## config.mk

```make
export PLATFORM = sky130hd
export DESIGN_NAME = two_level_priority_request_queue
export DESIGN_NICKNAME = d
export VERILOG_FILES = /design/src/tlprq_pkg.sv /design/src/tlprq_queue.sv /design/src/two_level_priority_request_queue.sv
export SDC_FILE = /design/constraint.sdc
export NUM_CORES = 1
export LEC_CHECK = 0
export BUFFER_PORTS_ARGS = -buffer_cell sky130_fd_sc_hd__buf_4
export CELL_PAD_IN_SITES_DETAIL_PLACEMENT = 1
export CELL_PAD_IN_SITES_GLOBAL_PLACEMENT = 2
export CORE_ASPECT_RATIO = 1.2
export CORE_UTILIZATION = 35
export DETAILED_ROUTE_END_ITERATION = 10
export GPL_ROUTABILITY_DRIVEN = 0
export PLACE_DENSITY_LB_ADDON = 0.1
export SETUP_SLACK_MARGIN = 0.02
export SKIP_CTS_REPAIR_TIMING = 1
export SLEW_MARGIN = 25
export SYNTH_ARGS = -nofsm -noshare
export SYNTH_HDL_FRONTEND = slang
export SYNTH_SLANG_ARGS = --single-unit
export TNS_END_PERCENT = 100
```

## constraint.sdc

```tcl
create_clock -name clk -period 5.05 [get_ports clk]
set_input_delay 0 -clock clk [delete_from_list [all_inputs] [get_ports clk]]
set_output_delay 0 -clock clk [all_outputs]
set_load 0.005 [all_outputs]
```

## src/tlprq_pkg.sv

```systemverilog
// Shared types and constants for the two-level priority request queue.
`default_nettype none

package tlprq_pkg;

	localparam int unsigned DEPTH_DEF = 16;

	localparam logic [7:0]  PRIO_HIGH = 8'd1;
	localparam logic [15:0] ID_FIRST  = 16'd1;
	localparam logic [15:0] ID_MAX    = 16'hFFFF;

	typedef enum logic [1:0] {
		KIND_SUBMIT = 2'd0,
		KIND_POP    = 2'd1,
		KIND_PEEK   = 2'd2
	} kind_t;

	typedef enum logic [1:0] {
		ST_OK    = 2'd0,
		ST_EMPTY = 2'd1,
		ST_FULL  = 2'd2
	} status_t;

	typedef struct packed {
		kind_t       kind;
		logic [7:0]  priority_req;
		logic [15:0] issue_tag;
	} req_t;

	typedef struct packed {
		status_t     status;
		logic [15:0] entry_id;
		logic        from_high;
		logic [7:0]  entry_priority;
		logic [15:0] entry_tag;
	} rsp_t;

	typedef struct packed {
		logic [15:0] id;
		logic [7:0]  prio;
		logic [15:0] tag;
	} entry_t;

	// Occupancy view of one queue as seen by the arbiter.
	typedef struct packed {
		logic        empty;
		logic        full;
		logic [15:0] next_id;
	} q_stat_t;

endpackage

`default_nettype wire

```

## src/tlprq_queue.sv

```systemverilog
// One FIFO of the priority queue: entry memory, pointers, count and id counter.
`default_nettype none

module tlprq_queue import tlprq_pkg::*; #(
	parameter int unsigned DEPTH = DEPTH_DEF
) (
	input  wire logic        clk,
	input  wire logic        arst_n,
	input  wire logic        push,
	input  wire logic [7:0]  push_prio,
	input  wire logic [15:0] push_tag,
	input  wire logic        pop,
	output q_stat_t          stat,
	output entry_t           head_entry
);

	localparam int unsigned AW = $clog2(DEPTH);
	localparam int unsigned CW = AW + 1;

	entry_t          mem [DEPTH];
	entry_t          rd_q;
	logic [AW-1:0]   head_q;
	logic [AW-1:0]   tail_q;
	logic [CW-1:0]   count_q;
	logic [15:0]     last_q;

	assign stat.empty   = (count_q == '0);
	assign stat.full    = (count_q == CW'(DEPTH));
	assign stat.next_id = stat.empty ? ID_FIRST :
		((last_q == ID_MAX) ? ID_MAX : last_q + 16'd1);

	assign head_entry = rd_q;

	always_ff @(posedge clk) begin
		if (push) begin
			mem[tail_q] <= '{id: stat.next_id, prio: push_prio, tag: push_tag};
		end
		rd_q <= mem[head_q];
	end

	always_ff @(posedge clk or negedge arst_n) begin
		if (!arst_n) begin
			head_q  <= '0;
			tail_q  <= '0;
			count_q <= '0;
			last_q  <= '0;
		end else begin
			if (push) begin
				tail_q  <= (tail_q == AW'(DEPTH - 1)) ? '0 : tail_q + 1'b1;
				count_q <= count_q + 1'b1;
				last_q  <= stat.next_id;
			end
			if (pop) begin
				head_q  <= (head_q == AW'(DEPTH - 1)) ? '0 : head_q + 1'b1;
				count_q <= count_q - 1'b1;
			end
		end
	end

	a_no_push_full: assert property (@(posedge clk) disable iff (!arst_n)
		push |-> !stat.full) else $error("push into full queue");
	a_no_pop_empty: assert property (@(posedge clk) disable iff (!arst_n)
		pop |-> !stat.empty) else $error("pop from empty queue");
	a_count_bound: assert property (@(posedge clk) disable iff (!arst_n)
		count_q <= CW'(DEPTH)) else $error("queue count above depth");

endmodule

`default_nettype wire

```

## src/two_level_priority_request_queue.sv

```systemverilog
// Top level: request register, arbitration over two queues, result register.
//
// Usage:
//   Present a request on req and raise start; it is taken at the clock edge
//   where start is high and busy is low. busy stays low, so one request may
//   be issued every cycle (one request per cycle sustained).
//   Kinds: submit places the request in the high queue (priority 1) or the
//   low queue (any other priority) and returns its new id; pop returns and
//   removes the head of the high queue, or of the low queue when the high
//   queue is empty; peek returns the same entry without removing it.
//   Every request yields exactly one result on rsp, marked by done for one
//   cycle. It passes the request register, where the decision is made and
//   the queue memory is read, and then the result register, fed by the
//   registered memory read.
//   Results come out in request order. The receiver cannot stall; done is
//   a strobe and the result must be taken in that cycle.
//   Reset (arst_n low) empties both queues, clears the id counters and
//   drops any request in flight. Queue memories are not cleared.
`default_nettype none

module two_level_priority_request_queue import tlprq_pkg::*; #(
	parameter int unsigned DEPTH = DEPTH_DEF
) (
	input  wire logic clk,
	input  wire logic arst_n,
	input  wire logic start,
	output logic      busy,
	input  req_t      req,
	output logic      done,
	output rsp_t      rsp
);

	typedef enum logic [1:0] {
		SEL_ZERO,
		SEL_ECHO,
		SEL_HIGH,
		SEL_LOW
	} sel_t;

	logic    valid_s1;
	req_t    req_s1;

	logic    valid_s2;
	status_t status_s2;
	logic    from_high_s2;
	sel_t    sel_s2;
	entry_t  echo_s2;

	q_stat_t hi_stat;
	q_stat_t lo_stat;
	entry_t  hi_head;
	entry_t  lo_head;

	logic    push_hi;
	logic    push_lo;
	logic    pop_hi;
	logic    pop_lo;
	logic    is_hi;
	status_t status_d;
	logic    from_high_d;
	sel_t    sel_d;
	entry_t  echo_d;

	assign busy = 1'b0;

	always_ff @(posedge clk or negedge arst_n) begin
		if (!arst_n) begin
			valid_s1 <= 1'b0;
		end else begin
			valid_s1 <= start && !busy;
		end
	end

	always_ff @(posedge clk) begin
		if (start && !busy) begin
			req_s1 <= req;
		end
	end

	always_comb begin
		is_hi       = (req_s1.priority_req == PRIO_HIGH);
		push_hi     = 1'b0;
		push_lo     = 1'b0;
		pop_hi      = 1'b0;
		pop_lo      = 1'b0;
		status_d    = ST_OK;
		from_high_d = 1'b0;
		sel_d       = SEL_ZERO;
		echo_d      = '{id: is_hi ? hi_stat.next_id : lo_stat.next_id,
			prio: req_s1.priority_req, tag: req_s1.issue_tag};
		if (valid_s1) begin
			unique case (req_s1.kind)
				KIND_SUBMIT: begin
					from_high_d = is_hi;
					if (is_hi ? hi_stat.full : lo_stat.full) begin
						status_d = ST_FULL;
					end else begin
						sel_d   = SEL_ECHO;
						push_hi = is_hi;
						push_lo = !is_hi;
					end
				end
				KIND_POP, KIND_PEEK: begin
					if (!hi_stat.empty) begin
						sel_d       = SEL_HIGH;
						from_high_d = 1'b1;
						pop_hi      = (req_s1.kind == KIND_POP);
					end else if (!lo_stat.empty) begin
						sel_d  = SEL_LOW;
						pop_lo = (req_s1.kind == KIND_POP);
					end else begin
						status_d = ST_EMPTY;
					end
				end
				default: begin
					// unused kind: answer ok with an all-zero entry
					status_d = ST_OK;
				end
			endcase
		end
	end

	tlprq_queue #(.DEPTH(DEPTH)) u_high (
		.clk        (clk),
		.arst_n     (arst_n),
		.push       (push_hi),
		.push_prio  (req_s1.priority_req),
		.push_tag   (req_s1.issue_tag),
		.pop        (pop_hi),
		.stat       (hi_stat),
		.head_entry (hi_head)
	);

	tlprq_queue #(.DEPTH(DEPTH)) u_low (
		.clk        (clk),
		.arst_n     (arst_n),
		.push       (push_lo),
		.push_prio  (req_s1.priority_req),
		.push_tag   (req_s1.issue_tag),
		.pop        (pop_lo),
		.stat       (lo_stat),
		.head_entry (lo_head)
	);

	always_ff @(posedge clk or negedge arst_n) begin
		if (!arst_n) begin
			valid_s2 <= 1'b0;
		end else begin
			valid_s2 <= valid_s1;
		end
	end

	always_ff @(posedge clk) begin
		status_s2    <= status_d;
		from_high_s2 <= from_high_d;
		sel_s2       <= sel_d;
		echo_s2      <= echo_d;
	end

	// head entries arrive from the registered memory reads in this cycle
	always_comb begin
		rsp.status    = status_s2;
		rsp.from_high = from_high_s2;
		case (sel_s2)
			SEL_ECHO: begin
				rsp.entry_id       = echo_s2.id;
				rsp.entry_priority = echo_s2.prio;
				rsp.entry_tag      = echo_s2.tag;
			end
			SEL_HIGH: begin
				rsp.entry_id       = hi_head.id;
				rsp.entry_priority = hi_head.prio;
				rsp.entry_tag      = hi_head.tag;
			end
			SEL_LOW: begin
				rsp.entry_id       = lo_head.id;
				rsp.entry_priority = lo_head.prio;
				rsp.entry_tag      = lo_head.tag;
			end
			default: begin
				rsp.entry_id       = '0;
				rsp.entry_priority = '0;
				rsp.entry_tag      = '0;
			end
		endcase
	end

	assign done = valid_s2;

	a_done_follows_req: assert property (@(posedge clk) disable iff (!arst_n)
		done |-> $past(valid_s1)) else $error("result without request");
	a_one_push: assert property (@(posedge clk) disable iff (!arst_n)
		!(push_hi && push_lo) && !(pop_hi && pop_lo) && !((push_hi || push_lo) &&
		(pop_hi || pop_lo))) else $error("more than one queue update");
	a_low_pop_only_hi_empty: assert property (@(posedge clk) disable iff (!arst_n)
		pop_lo |-> hi_stat.empty) else $error("low queue served ahead of high");
	a_empty_zero: assert property (@(posedge clk) disable iff (!arst_n)
		(done && rsp.status == ST_EMPTY) |-> (rsp.entry_id == '0 && !rsp.from_high))
		else $error("empty result carries an entry");

endmodule

`default_nettype wire

```

# Yosys cells after proc, flatten, opt, wreduce, memory -nomap -nowiden
# Memories as Yosys holds them, arrays and structs flattened. A register that Yosys moved wholly into a read port is not among the register bits.
# Cells that the tools add are included.
# word_totals
mem_bits_rw	1280
reg_bits	131
output_inout_bits	45
word_cells	95
input_bits	29
mem_count	2
# classes
mux	43
reduce_logical	7
eq_ne	14
add_sub_neg	10
# memory_table
memory	depth	width	read_ports	rd_ports_with_merged_regs	write_ports	line	source
u_high.mem	16	40	1	1	1	tlprq_queue.sv:20	entry_t mem [DEPTH];
u_low.mem	16	40	1	1	1	tlprq_queue.sv:20	
# ops
operator	n
$mux W16	5
$pmux W24 S3	1
$pmux W16 S3	1
$add A16 B1 Y16 const B	2
$eq A16 B16 Y1 const B	2
$mux W1	22
$mux W5	4
$add A4 B1 Y4 const B	4
$eq A4 B4 Y1 const B	4
$mux W4	4
$add A5 B1 Y5 const B	2
$eq A5 B5 Y1 const B	2
$logic_not A5 Y1	2
$sub A5 B1 Y5 const B	2
$eq A8 B1 Y1 const B	1
$pmux W2 S2	2
$eq A2 B2 Y1 const B	3
$mux W2	3
$eq A2 B1 Y1 const B	2
$reduce_bool A2 Y1	2
$logic_not A2 Y1	1
$pmux W1 S2	1
$reduce_or A2 Y1	1
$logic_not A1 Y1	1

# Logic depth before layout (Yosys ltp)
# Gate-level depths: netlist of the first run.
# depth
depth_word	7
depth_mapped	11
mapped_depth_nobuf	11

# Modules after synthesis
# From an unflattened synthesis of the first run, not the netlist that was laid out.
# unflattened
cells_unflattened	2732
area_unflattened_um2	56360.3
# modules_own_cells
module	cells_each	instances	seq_area_each_um2	area_per_inst_um2
tlprq_queue (u_low)	1263	1	20744.9	26671.8
tlprq_queue (u_high)	1256	1	20744.9	26651.8
two_level_priority_request_queue	213	1	1731.7	3036.7

# Worst setup path after synthesis of the first run
# Ideal clock, no wire load.
# synth_path
path_type	reg-to-reg
startpoint	register req_s1 (netlist bit echo_d[16])
endpoint	memory u_low.mem[3][0] (netlist name) (enable)
slack_ns	-0.088
setup_ns	0.487
t_arrival_ns	4.651
period_less_slack_ns	5.138
stages_incl_launch_ff	7
required_time_ns	4.563
cell_sequence	edfxtp_1 -> nor4b_1 -> and2_1 -> nor3b_1 -> clkbuf_1 -> nand2_1 -> nor3_1
# synth_via
elab_chain_cells	7
word_cells_on_any_way	8
classes_between	eq/ne: 1; mux: 6; reduce/logical: 1
# synth_lines
element	line	source
start, declared	two_level_priority_request_queue.sv:41	req_t req_s1;
start signal, assigned	two_level_priority_request_queue.sv:76	req_s1 <= req;
$eq A8 B1 Y1 *	two_level_priority_request_queue.sv:81	is_hi = (req_s1.priority_req == PRIO_HIGH);
$mux W1 or $logic_not A1 Y1 (tied branches)	two_level_priority_request_queue.sv:95, two_level_priority_request_queue.sv:100	
$mux W1 *	two_level_priority_request_queue.sv:95	if (is_hi ? hi_stat.full : lo_stat.full) begin
$mux W1 *	two_level_priority_request_queue.sv:92	unique case (req_s1.kind)
$mux W1 *	two_level_priority_request_queue.sv:91	if (valid_s1) begin
$mux W1 *	tlprq_queue.sv:35	if (push) begin
$mux W1 (implied by the code) *	tlprq_queue.sv:36	mem[tail_q] <= '{id: stat.next_id, prio: push_prio, tag: push_tag};
end, declared	tlprq_queue.sv:20	
# Every way passes the cells marked *; elsewhere a longest branch is shown, timed or not.

# Worst setup path after layout of the first run
# layout_path
startpoint	register req_s1 (netlist bit echo_d[17])
endpoint	memory u_high.mem[7][30] (netlist name) (enable)
# layout_via
elab_chain_cells	7
# layout_lines
element	line
$eq A8 B1 Y1 *	two_level_priority_request_queue.sv:81
$mux W1	two_level_priority_request_queue.sv:95
$mux W1 *	two_level_priority_request_queue.sv:95
$mux W1 *	two_level_priority_request_queue.sv:92
$mux W1 *	two_level_priority_request_queue.sv:91
$mux W1 *	tlprq_queue.sv:35
$mux W1 (implied by the code) *	tlprq_queue.sv:36
end, declared	tlprq_queue.sv:20
# Marked as above.

==> results.yml, run 1 <==
run_status:
  outcome: "finished clean"
critical_path:
  path_buf_inv: 2
  r2r-start: "echo_d[17]$_DFFE_PP_"
  start_kind: "flop"
  cpMaxStageDelayCell: "nor4b_1"
  worstPathRequired_ps: 5490
  ff2ff_path_depth: 7
  max_stage_delay_ps: 660
  cpMostUsedCell: "buf_4"
  path_max_fanout: 24
  timing_worst_setup_path_type: "flop to flop"
  cpLargestDelayFamily: "simple AND/OR/NAND/NOR gates"
  crit_chain: "nor4b_1 -> and2_1 -> nand4_1 -> buf_4 -> nor3b_1 -> and2_2 -> buf_4"
  crit_path_end_kind: "flop"
  crit_cells: 7
  r2r-end: "u_high.mem[7][30]$_DFFE_PP_"
  rrSetupSlack_ps: 1040
  arrival_ps: 4440
routing:
  vias_per_cell: 5.390
  met2WireLength_microns: 80560
  wl_met1_microns: 73310
  first_pass_iters: 5
  ant_nets: 0
  top_layer_used: "met4"
  drc: 0
  wl_microns: 163800
  met3_wirelength_microns: 6430
  wl_per_cell_microns: 30.44
  drt_iter0_drc: 2132
  vias: 28997
clocking:
  cts_tree: "built"
  cts_made_buffers: 157
  clk_latency_ps: 790
  cts_sinks: 1491
  clkTransAtPathRegs_ps: 60
  cts_root_buf: "clkbuf_16"
  cts_max_level: 4
  cts_buffer_depth: 3
global_routing:
  grt_pass1_vias: 30927
  grt_overflow_total: 0
  grt_max_degree: 101
  grt_pass1_wl_microns: 232500
  track_usage: 0.2011
  antenna_found_initial: 5
synth:
  synth_warnings: 0
  netlist_area_sq_mm: 0.05655
  synthesis.nets: 2932
  synthCells: 2880
  ys.flop_type: "edfxtp_1"
  avgSynthCellArea_sq_um: 19.63
  ys_seq_area_frac: 0.7643
  postSynth.asyncResetShare: 0.04024
  yosys_register_bits: 1491
  ys_types: 71
  synth_edf_count: 1306
layout:
  instances_no_fill: 5380
  ff_latch_area_sq_mm: 0.04324
  most-common-layout-cells: "edfxtp_1 (1306), mux4_2 (240), mux2i_1 (169)"
  fin_util: 0.4131
  nets: 3184
  fill_cells: 15240
  mostFrequentLayoutCell: "edfxtp_1"
  syn2layout_area_growth_pct: 17.15
  drive_gt1_frac: 0.2470
  multi_input_area_sq_mm: 0.01283
power:
  vdd_drop_max_mv: 0.3443
  finalPower_mw: 32.27
  p_leak_nw: 21.62
  power_density_mw_per_mm2: 487.1
sta:
  slew_violations: 0
  hold_viol_final: 0
  fin_crit_ps: 4007
  hold_slack_ps: 162.0
  setup_violations: 0
  fin_crit_sh: 0.7935
  rsz0062_at_grt: "false"
  tightest_slew_ps: 1109
  finalClockSkew_ps: 25.53
  fmax_mhz: 249.6
  slew-limit-headroom: 0.2532
  finalSetupTns_ps: 0
die:
  die_h_microns: 442.3
  num_rows: 161
  ios: 74
  start_util: 0.3527
  die-width_microns: 368.9
  core-area_sq_mm: 0.1603
  die-area_sq_mm: 0.1632
place:
  dp_cells: 5035
  numPortBuffers: 72
  hpwl_microns: 98940
worst_hold_path:
  hold_path_end: "valid_s1$_DFF_PN0_"
  hp-class: "input port to flop"
  holdPathStages: 2
  worstHoldStart: "start"
job:
  drv_cap: 0
-- routing by layer --
metal  vias to the layer above  GRT usage
li1                      12361          -
met1                     15774     0.2767
met2                       670     0.3318
met3                       192    0.03303
met4                         0    0.04959
met5                         -          0
-- power breakdown --
group	total, mW	leakage [nW]	internal [mW]	switching, mW
registers	14.9	13.8	14.1	0.801
logic	5.97	5.36	2.68	3.29
clock network	11.4	2.47	6.58	4.80
total	32.3	21.6	23.4	8.89
-- worst max path at each step --
| stage | startpoint | endpoint | slack [ps] |
|---|---|---|---|
| 2_1_floorplan | echo_d[16]$_DFFE_PP_ | u_low.mem[11][0]$_DFFE_PP_ | 1000 |
| 3_3_place_gp | echo_d[17]$_DFFE_PP_ | u_high.mem[7][15]$_DFFE_PP_ | 990 |
| 3_5_place_dp | echo_d[17]$_DFFE_PP_ | u_high.mem[4][4]$_DFFE_PP_ | 960 |
| 4_1_cts | echo_d[17]$_DFFE_PP_ | u_high.mem[4][1]$_DFFE_PP_ | 930 |
| 5_1_grt | echo_d[17]$_DFFE_PP_ | u_high.mem[7][30]$_DFFE_PP_ | 710 |
| 6_report | echo_d[17]$_DFFE_PP_ | u_high.mem[7][30]$_DFFE_PP_ | 1040 |
-- Yosys cell counts, drive strengths merged (4+ instances only) --
master  count  area, sq um
mux4      240         5405
a22oi      81        608.1
nor3       14        70.07
nand3      21        127.6
nand4      11        75.07
a221oi     80        700.7
and2       11        68.82
edfxtp   1306        39220
nand2b      4        25.02
xor2        6        52.55
a21oi     112        579.3
mux2i     169         1692
nor4        7        56.30
nor2       53        206.5
a22o       40        350.3
or2         5        33.79
clkbuf    101        380.4
inv        24        90.08
a31oi       6        37.54
xnor2      21        183.9
o22ai       8        50.05
a21o        6        45.04
dfrtp      60         1501
mux2       60        675.7
nand2      68        257.8
dfxtp     125         2502
o21ai     111        555.5
and4        5        43.79
ha         21        262.8
buf        57        297.8
or3         4        25.02
and3        6        37.54
-- kinds of logic after synthesis --
group | after synthesis | synth area share
DFF | 1491 | 0.7643
muxes | 469 | 0.1374
AOI/OAI and AO/OA | 465 | 0.05507
and+or+nand+nor | 221 | 0.01989
buffers and inverters | 183 | 0.01365
xor gates and xnor gates | 27 | 0.004182
adders and majority gates | 23 | 0.005355
other | 1 | 0.00006632
-- through the flow --
step,area (sq um),setup WS [ps]
after floorplan,56570,996.0
after global placement,60450,990.7
after detailed placement,60610,956.0
after CTS,65640,934.3
after global routing,66240,708.1
final,66250,1043
-- registers in the layout (all words and copies together), names as in the netlist, 2 cells and up --
register	flops
sel_s2	2
u_high.last_q	16
u_high.mem	640
status_s2	2
echo_d	24
u_low.count_q	5
u_high.tail_q	4
echo_s2	40
u_low.last_q	16
u_high.head_q	4
u_low.mem	640
u_high.head_entry	40
u_low.tail_q	4
u_high.count_q	5
u_low.head_q	4
req_s1	2
u_low.head_entry	40
-- layout make-up --
| class | count | share of cell area |
|---|---|---|
| Sequential cell | 1491 | 0.6527 |
| Multi-Input combinational cell | 1206 | 0.1937 |
| Clock buffer | 213 | 0.06607 |
| Tap cell | 2119 | 0.04002 |
| Timing Repair Buffer | 251 | 0.03615 |
| Clock inverter | 73 | 0.009840 |
| Inverter | 25 | 0.001417 |
| Antenna cell | 2 | 0.00007555 |
-- worst reg2reg max path: stages (launching register included) --
cell      delay [ps]
edfxtp_1         410
nor4b_1          660
and2_1           660
nand4_1          200
buf_4            250
nor3b_1          430
and2_2           580
buf_4            470
No activity file was read; power rests on OpenSTA's default activity.
==> inputs of run 2 (changes only) <==
- ABC_AREA: default -> 1
- clock period: 5.05 -> 3.95 ns (I/O delays scaled with it)
==> results.yml, run 2 <==
run_status:
  outcome: "finished clean"
die:
  die-width_microns: 377.3
  start_util: 0.3541
  die_h_microns: 452.3
  ios: 74
  num_rows: 164
  die-area_sq_mm: 0.1706
  core-area_sq_mm: 0.1670
routing:
  ant_nets: 0
  first_pass_iters: 5
  drc: 0
  vias: 37710
  wl_per_cell_microns: 25.11
  wl_met1_microns: 82940
  drt_iter0_drc: 2563
  vias_per_cell: 5.118
  top_layer_used: "met4"
  met2WireLength_microns: 90440
  wl_microns: 185000
  met3_wirelength_microns: 6708
sta:
  slew_violations: 0
  fmax_mhz: 285.0
  tightest_slew_ps: 1066
  hold_slack_ps: 73.66
  fin_crit_ps: 3508
  setup_violations: 0
  fin_crit_sh: 0.8882
  slew-limit-headroom: 0.2896
  finalClockSkew_ps: 28.84
  finalSetupTns_ps: 0
  hold_viol_final: 0
  rsz0062_at_grt: "false"
power:
  power_density_mw_per_mm2: 630.9
  p_leak_nw: 24.23
  vdd_drop_max_mv: 0.5536
critical_path:
  worstSetupStartpoint: "echo_d[17]$_DFFE_PP_"
  max_stage_delay_ps: 590
  r2r-end: "u_high.mem[7][0]$_DFFE_PP_"
  crit_path_end_kind: "flop"
  r2r-start: "echo_d[17]$_DFFE_PP_"
  crit_chain: "inv_1 -> nand2_1 -> nor2_1 -> buf_4 -> nand2_1 -> buf_4 -> inv_2 -> nand3_2 -> inv_2 -> nand2_1 -> nor2_4 -> buf_4"
  crit_end: "u_high.mem[7][0]$_DFFE_PP_"
  worstPathRequired_ps: 4360
  timing_worst_setup_path_type: "flop to flop"
  rrSetupSlack_ps: 440
  ff2ff_path_depth: 12
  cpMaxStageDelayCell: "nor2_1"
  arrival_ps: 3920
  start_kind: "flop"
  path_max_fanout: 30
global_routing:
  grt_pass1_vias: 38640
  antenna_found_initial: 12
  grt_max_degree: 168
  grt_pass1_wl_microns: 269200
  grt_overflow_total: 0
  track_usage: 0.2171
layout:
  reg.largest.list: "u_high.mem (640), u_low.mem (640)"
  mostFrequentLayoutCell: "edfxtp_1"
  syn2layout_area_growth_pct: 15.91
  fill_cells: 17516
  fin_util: 0.4104
  nets: 5045
  final_area_sq_mm: 0.06856
  drive_gt1_frac: 0.1021
  instances_no_fill: 7368
  most-common-layout-cells: "edfxtp_1 (1306), nand2_1 (963), nor2_1 (394)"
synth:
  netlist_area_sq_mm: 0.05915
  ys.flop_type: "edfxtp_1"
  postSynth.asyncResetShare: 0.04024
  synthDominantCellAreaShare: 0.6630
  synth_common_cells: "edfxtp_1 (1306), nand2_1 (963), nor2_1 (427), inv_1 (394), nand3_1 (303)"
  ys_types: 43
  synth_warnings: 0
  synth_most_common_cell: "edfxtp_1"
  synth_edf_count: 1306
  avgSynthCellArea_sq_um: 12.21
  ys_seq_area_frac: 0.7307
  synth_area_leader_cell: "edfxtp_1"
  synthCells: 4844
  ys_top_cells_by_area: "edfxtp_1 (66%), nand2_1 (6.1%), dfxtp_1 (4.2%)"
  yosys_register_bits: 1491
  synthesis.nets: 4896
clocking:
  cts_root_buf: "clkbuf_16"
  cts_tree: "built"
  clk_latency_ps: 790
  cts_buffer_depth: 3
  cts_max_level: 4
  clkTransAtPathRegs_ps: 60
  cts_sinks: 1491
  cts_made_buffers: 161
worst_hold_path:
  hp-class: "input port to flop"
  worstHoldStart: "req[23]"
  holdPathStages: 2
place:
  dp_cells: 7016
  hpwl_microns: 107200
  place_area_sq_mm: 0.06273
  numPortBuffers: 72
job:
  drv_cap: 0
## run 2: per-stage QoR
stage               setup slack [ps]  power, mW
finish                         441.7      43.25
global route                   322.0      45.38
CTS                            433.1      43.85
detailed placement             453.9      28.60
global placement               463.5      28.56
floorplan                      199.5      24.85
## run 2: area by class of cell
class	count	area (sq um)	area share
flip-flops and latches	1491	43240	0.6307
multi-input cells	2662	13280	0.1937
clock buffers	232	4603	0.06714
well taps	2241	2804	0.04090
repair buffers	265	2420	0.03530
inverters	412	1564	0.02281
clock inverters	62	638.1	0.009308
diodes	3	7.507	0.0001095
## run 2: cells by family (layout without fill, tap and decap cells)
kind of cell	after synthesis	in the layout	synth area share
and+or+nand+nor	1734	1734	0.1193
DFF	1491	1491	0.7307
AOI/OAI and AO/OA	878	878	0.09174
buffers and inverters	691	971	0.04916
xor gates and xnor gates	25	25	0.003702
adders and majority gates	23	23	0.005119
other	1	4	0.00006340
muxes	1	1	0.0001692
## run 2: worst min-delay path by stage
stage	end	slack (ps)
after floorplan	done$_DFF_PN0_	-300
after global placement	u_high.last_q[6]$_DFFE_PN0P_	100
after detailed placement	u_high.last_q[9]$_DFFE_PN0P_	90
after CTS	u_high.last_q[11]$_DFFE_PN0P_	-790
after global routing	echo_d[23]$_DFFE_PP_	60
final	echo_d[23]$_DFFE_PP_	70
## run 2: layer usage
| layer | track usage | up-vias |
|---|---|---|
| met5 | 0 | - |
| met4 | 0.06498 | 0 |
| met2 | 0.3658 | 679 |
| met3 | 0.02988 | 250 |
| li1 | - | 17386 |
| met1 | 0.2903 | 19395 |
## run 2: worst max-delay path, delay by kind of cell (launching register included)
family                 cells  cell delay (ps)
buffers and inverters      6             1310
flip-flops                 1              390
AND/OR/NAND/NOR            6             1360
## run 2: report_power, final
group	internal, mW	switching [mW]	leakage (nW)
Clock	8.91	6.25	2.55
Combinational	2.64	6.68	8.07
Sequential	18.1	0.700	13.6
